### config.mk
export PLATFORM = sky130hd
export DESIGN_NAME = bce_ctrl
export DESIGN_NICKNAME = d
export VERILOG_FILES = /design/src/design/bce_pkg.sv /design/src/design/bce_ctrl.sv
export SDC_FILE = /design/constraint.sdc
export NUM_CORES = 1
export LEC_CHECK = 0
export BUFFER_PORTS_ARGS = -buffer_cell sky130_fd_sc_hd__buf_2
export CORE_AREA = 3 3 40 42
export CTS_CLUSTER_SIZE = 12
export DETAILED_ROUTE_END_ITERATION = 10
export DIE_AREA = 0 0 43 45
export GPL_TIMING_DRIVEN = 0
export PLACE_DENSITY_LB_ADDON = 0.3
export RECOVER_POWER = 50
export SLEW_MARGIN = 20
export SYNTH_ARGS = -nofsm -noshare
export SYNTH_HDL_FRONTEND = slang
export SYNTH_SLANG_ARGS = --single-unit
### constraint.sdc
create_clock -name clk -period 2.3 [get_ports clk]
set_input_delay 0.115 -clock clk [delete_from_list [all_inputs] [get_ports clk]]
set_output_delay 0.115 -clock clk [all_outputs]
set_load 0.02 [all_outputs]
### src/design/bce_pkg.sv
// ----------------------------------------------------------------------------
// bce_pkg: shared types, constants and log2 table for the BCE loss block
// Holds the field widths, controller command/status structs and the table.
// ----------------------------------------------------------------------------
package bce_pkg;

  localparam int unsigned MaxElements  = 65536;
  localparam int unsigned LogTableBits = 8;
  localparam int unsigned TabSize      = (1 << LogTableBits) + 1;
  localparam int unsigned FracShift    = 15 - LogTableBits;
  localparam int unsigned NW           = $clog2(MaxElements + 1);
  localparam int unsigned DivW         = 66;
  localparam int unsigned DivStepW     = $clog2(DivW + 1);

  localparam logic [31:0] Ln2Q32  = 32'd2977044472;
  localparam logic [36:0] AccMax  = {37{1'b1}};
  localparam logic [16:0] CntMax  = {17{1'b1}};

  typedef logic [16:0] prob_t;
  typedef logic [33:0] grad_t;
  typedef logic [19:0] mean_t;

  typedef struct packed {
    logic load;      // capture input item, start the prep sequence
    logic mean_go;   // start mean divide
    logic grad_done; // gradient quotient ready to latch
    logic finish;    // produce result word, update state
  } bce_cmd_t;

  typedef struct packed {
    logic div_busy;
    logic last;
  } bce_sts_t;

  function automatic logic [16:0] tab_entry(input int unsigned i);
    logic [63:0] x;
    logic [16:0] y;
    begin
      if (i >= TabSize - 1) begin
        tab_entry = 17'd65536;
      end else begin
        x = (64'd1 << 30) + (64'(i) << (30 - LogTableBits));
        y = '0;
        for (int k = 15; k >= 0; k--) begin
          x = (x * x) >> 30;
          if (x >= (64'd1 << 31)) begin
            x = x >> 1;
            y[k] = 1'b1;
          end
        end
        tab_entry = y;
      end
    end
  endfunction

  typedef logic [16:0] tab_arr_t [TabSize];

  function automatic tab_arr_t build_tab();
    tab_arr_t t;
    begin
      for (int i = 0; i < TabSize; i++) t[i] = tab_entry(i);
      build_tab = t;
    end
  endfunction

  localparam tab_arr_t LogTab = build_tab();

endpackage

### src/design/bce_ctrl.sv
// ----------------------------------------------------------------------------
// bce_ctrl: controller for the BCE block
// Sequences load, gradient divide, optional mean divide and result hand-off.
// ----------------------------------------------------------------------------
module bce_ctrl (
  input  logic              clk,
  input  logic              rst_n,
  input  logic              in_valid,
  output logic              in_ready,
  output logic              out_valid,
  input  logic              out_ready,
  input  bce_pkg::bce_sts_t sts,
  output bce_pkg::bce_cmd_t cmd
);
  import bce_pkg::*;

  localparam logic [2:0] StIdle  = 3'd0;
  localparam logic [2:0] StPrep  = 3'd1;
  localparam logic [2:0] StGdiv  = 3'd2;
  localparam logic [2:0] StMdiv  = 3'd3;
  localparam logic [2:0] StFin   = 3'd4;
  localparam logic [2:0] StStart = 3'd5;

  logic [2:0] state_r, state_nxt;
  logic       ovalid_r, ovalid_nxt;

  // accept a new word whenever the controller is idle
  assign in_ready  = (state_r == StIdle);
  assign out_valid = ovalid_r;

  always_comb begin
    state_nxt     = state_r;
    ovalid_nxt    = ovalid_r;
    cmd           = '0;
    if (ovalid_r && out_ready) ovalid_nxt = 1'b0;
    unique case (state_r)
      StIdle: begin
        if (in_valid) begin
          cmd.load  = 1'b1;
          state_nxt = StPrep;
        end
      end
      StPrep: state_nxt = StStart;
      StStart: state_nxt = StGdiv;
      StGdiv: begin
        if (!sts.div_busy) begin
          cmd.grad_done = 1'b1;
          if (sts.last) begin
            cmd.mean_go = 1'b1;
            state_nxt   = StMdiv;
          end else begin
            state_nxt = StFin;
          end
        end
      end
      StMdiv: begin
        if (!sts.div_busy) state_nxt = StFin;
      end
      StFin: begin
        if (!ovalid_r || out_ready) begin
          cmd.finish = 1'b1;
          ovalid_nxt = 1'b1;
          state_nxt  = StIdle;
        end
      end
      default: state_nxt = StIdle;
    endcase
  end

  always_ff @(posedge clk) begin
    if (!rst_n) begin
      state_r  <= StIdle;
      ovalid_r <= 1'b0;
    end else begin
      state_r  <= state_nxt;
      ovalid_r <= ovalid_nxt;
    end
  end
endmodule

Word-level counts from Yosys, hierarchy flattened --
Index checks and enable logic that the tools add are counted.
Storage, ports and cells: register bits 4, output and inout port bits 6, word-level logic and storage cells 32
Cells by class: eq/ne operators 9, mux-type cells 16, reductions and logical operators 5
Operator list (number):
- $pmux 3 s6 | 1
- $mux 3 | 5
- $mux 1 | 8
- $ne 2x2->1 const B | 4
- $eq 3x2->1 const B | 2
- $eq 3x3->1 const B | 2
- $mux 2 | 2
- $reduce_and 4->1 | 1
- $eq 3x1->1 const B | 1
- $logic_not 3->1 | 1
- $logic_and 1x1->1 | 1
- $logic_not 1->1 | 1
- $logic_or 1x1->1 | 1

Logic depth before layout (Yosys ltp) --
depth in word-level cells 4, gate-level depth with buffers 4

Least setup slack after synthesis --
No wires, ideal clock.
path kind flip-flop to output port, from register state_r[1], to output port cmd[2] in the netlist's numbering, arrival 1.335 ns, setup slack 0.850 ns, stages on the path, launching flop included 5, cells stage by stage dfxtp_1 buf_4 nand2b_1 nor3_1 and2_1
RTL lines:
- start: declaration | line bce_ctrl.sv:24 | logic [2:0] state_r, state_nxt;
- start signal: assignment | line bce_ctrl.sv:72 | state_r <= StIdle;
- start signal: assignment | line bce_ctrl.sv:75 | state_r <= state_nxt;
- end: declaration | line bce_ctrl.sv:13 | output bce_pkg::bce_cmd_t cmd

==> impl_metrics.py <==
metrics = {
    "logic_synthesis": {
        "synth.avg_cell_area_um2": 9.12,
        "ys_ff_latch": 4,
        "ys_warn_count": 0,
        "synth_area_leaders": "dfxtp_1, and2_1, nor3b_4",
        "synth_area_leader_cell": "dfxtp_1",
        "ys_seq_area_frac": 0.283,
        "syn_inst": 31,
        "netlist_area_um2": 283,
        "yosysTopAreaCellShare": 0.283,
        "synth_nets": 37,
        "ys_types": 20,
    },
    "cells_and_area": {
        "area_delta_synth_final_pct": 27.4,
        "n_fill_cell": 146,
        "layoutNonFillerInstCount": 60,
        "final_common_cell": "buf_2",
        "diodes": 0,
        "multi_input_area_um2": 179,
        "drive_gt1_frac": 0.356,
        "mostFrequentLayoutCells": "buf_2, dfxtp_1, and2_1, nand2_1, clkbuf_4",
        "seqCellArea_um2": 80.1,
        "nNetsFinal": 53,
    },
    "min_path": {
        "min-delay-start": "rst_n",
        "hold_depth": 2,
        "hold_class": "primary input to flip-flop",
    },
    "sta": {
        "finalHoldViolations": 0,
        "worstMarginPinSlew_ns": 0.423,
        "period_share": 0.680,
        "slew_headroom": 0.717,
        "fin_ws_ns": 0.736,
        "rsz0062_at_grt": "false",
        "finClkSkew_ns": 0.00308,
        "max_freq_mhz": 639,
        "drv_slew": 0,
        "fin_tns_setup_ns": 0,
        "setup_violations": 0,
        "min_period_ns": 1.56,
    },
    "worst_setup_path": {
        "crit_arrival_ns": 1.45,
        "path_max_fanout": 8,
        "r2r_cells": 3,
        "end_kind": "output port",
        "worstSetupStartpoint": "state_r[2]",
        "rrSetupSlack_ns": 0.83,
        "critical_path_class": "flip-flop to output port",
        "cp-start-kind": "flip-flop",
        "r2r-start": "state_r[2]",
        "cp.required_ns": 2.18,
    },
    "clocking": {
        "cts_tree": "done",
        "path_clk_slew_ns": 0.04,
        "holdBufCountCts": 0,
        "cts_buffers": 3,
        "post_cts_buffers": 0,
        "cts_sinks": 4,
        "clockBufferDepth": 2,
        "insertion_delay_ns": 0.23,
        "cts_root_buf": "clkbuf_4",
        "cts_resized": 0,
        "cts-htree-levels": 1,
    },
    "pwr": {
        "p_per_area_nw_per_um2": 727,
        "vdd_drop_max_mv": 0.352,
        "p_leak_uw": 0.000163,
        "total_power_uw": 262,
    },
    "route": {
        "via_per_inst": 4.50,
        "drt-total-wl_um": 592,
        "first_pass_iters": 2,
        "drt-wirelength-per-cell_um": 9.87,
        "drtIter0Drc": 1,
        "num_vias": 270,
        "drc_errors": 0,
        "detail-route-antenna-nets": 0,
    },
    "global_route": {
        "antenna_found_initial": 0,
        "overflow": 0,
        "grt_pass1_wl_mm": 1.04,
        "globalRouteTotalUtil": 0.0741,
        "grt_max_degree": 11,
        "grt_pass1_vias": 245,
    },
    "die": {
        "ioPinCount": 12,
        "die-area_um2": 1940,
        "fp.dieH_um": 45,
        "initial_core_util": 0.220,
        "core_um2": 1280,
        "rows": 13,
        "fp.dieW_um": 43,
    },
    "placement": {
        "place_ws_ns": 1.04,
        "dp_cells": 57,
        "gp_congestion": 0.691,
        "io_buffers": 11,
    },
    "run": {
        "cap_violations": 0,
    },
    "run_status": {
        "outcome": "finished, final reports clean",
    },
}
-- layout make-up --
| class | count | area share |
|---|---|---|
| timing repair buffer | 11 | 0.146 |
| sequential | 4 | 0.222 |
| buffer | 1 | 0.0208 |
| tap | 15 | 0.0521 |
| clock buffer | 3 | 0.0625 |
| multi-input combinational | 26 | 0.497 |
-- per-stage QoR --
step	hold slack (ns)	cell area (µm²)	utilization
6_report	0.152	360	0.280
5_1_grt	0.149	360	0.280
4_1_cts	0.151	379	0.295
3_5_place_dp	0.394	357	0.278
3_3_place_gp	0.389	357	0.278
2_1_floorplan	0.233	283	-
-- report_power, final --
part	switching (µW)	leakage (µW)	total (µW)	internal, µW
combinational	45.6	0.000117	83.8	38.1
sequential	15.5	0.0000329	95.0	79.5
clock	25.2	0.0000138	83.3	58.1
total	86.3	0.000163	262	176
-- critical path, cell delays in order (launching register included) --
cell and delay (ns):
dfxtp_1 0.46, nor3b_1 0.42, nor2b_1 0.17, buf_2 0.16
-- synthesized netlist by cell type --
cell / count
dfxtp_1: 4
and2_1: 3
nand2_1: 3
and2b_1: 2
nand2b_1: 2
nor2b_1: 2
nor3_1: 2
a211oi_2: 1
a21bo_2: 1
a21boi_0: 1
a21oi_1: 1
a32o_1: 1
and3b_2: 1
buf_4: 1
mux2i_1: 1
nor3b_4: 1
nor4_2: 1
o21a_1: 1
o21ai_0: 1
o22ai_1: 1
-- cells by family after synthesis --
group           Yosys count  share of synthesized area
compound gates            8                      0.226
flops                     4                      0.283
buf+inv                   1                     0.0266
simple gates             17                      0.429
mux                       1                     0.0354
-- path summary, 6_finish.rpt --
path,end
setup / recovery,cmd[0]
hold / removal,out_valid
setup reg to reg,state_r[1]
hold reg to reg,state_r[0]
-- sequential cells by signal, indices dropped and copies added, names as in the netlist --
name,count
out_valid,1
state_r,3
-- routing by layer --
metal / global-route usage / share of wire / vias up
met5: 0 / 0 / -
met4: 0 / 0 / 0
met3: 0.0717 / 0.10 / 0
met2: 0.108 / 0.46 / 10
met1: 0.0843 / 0.43 / 119
li1: - / - / 141
Note: power is estimated with default switching activity, not from simulation.
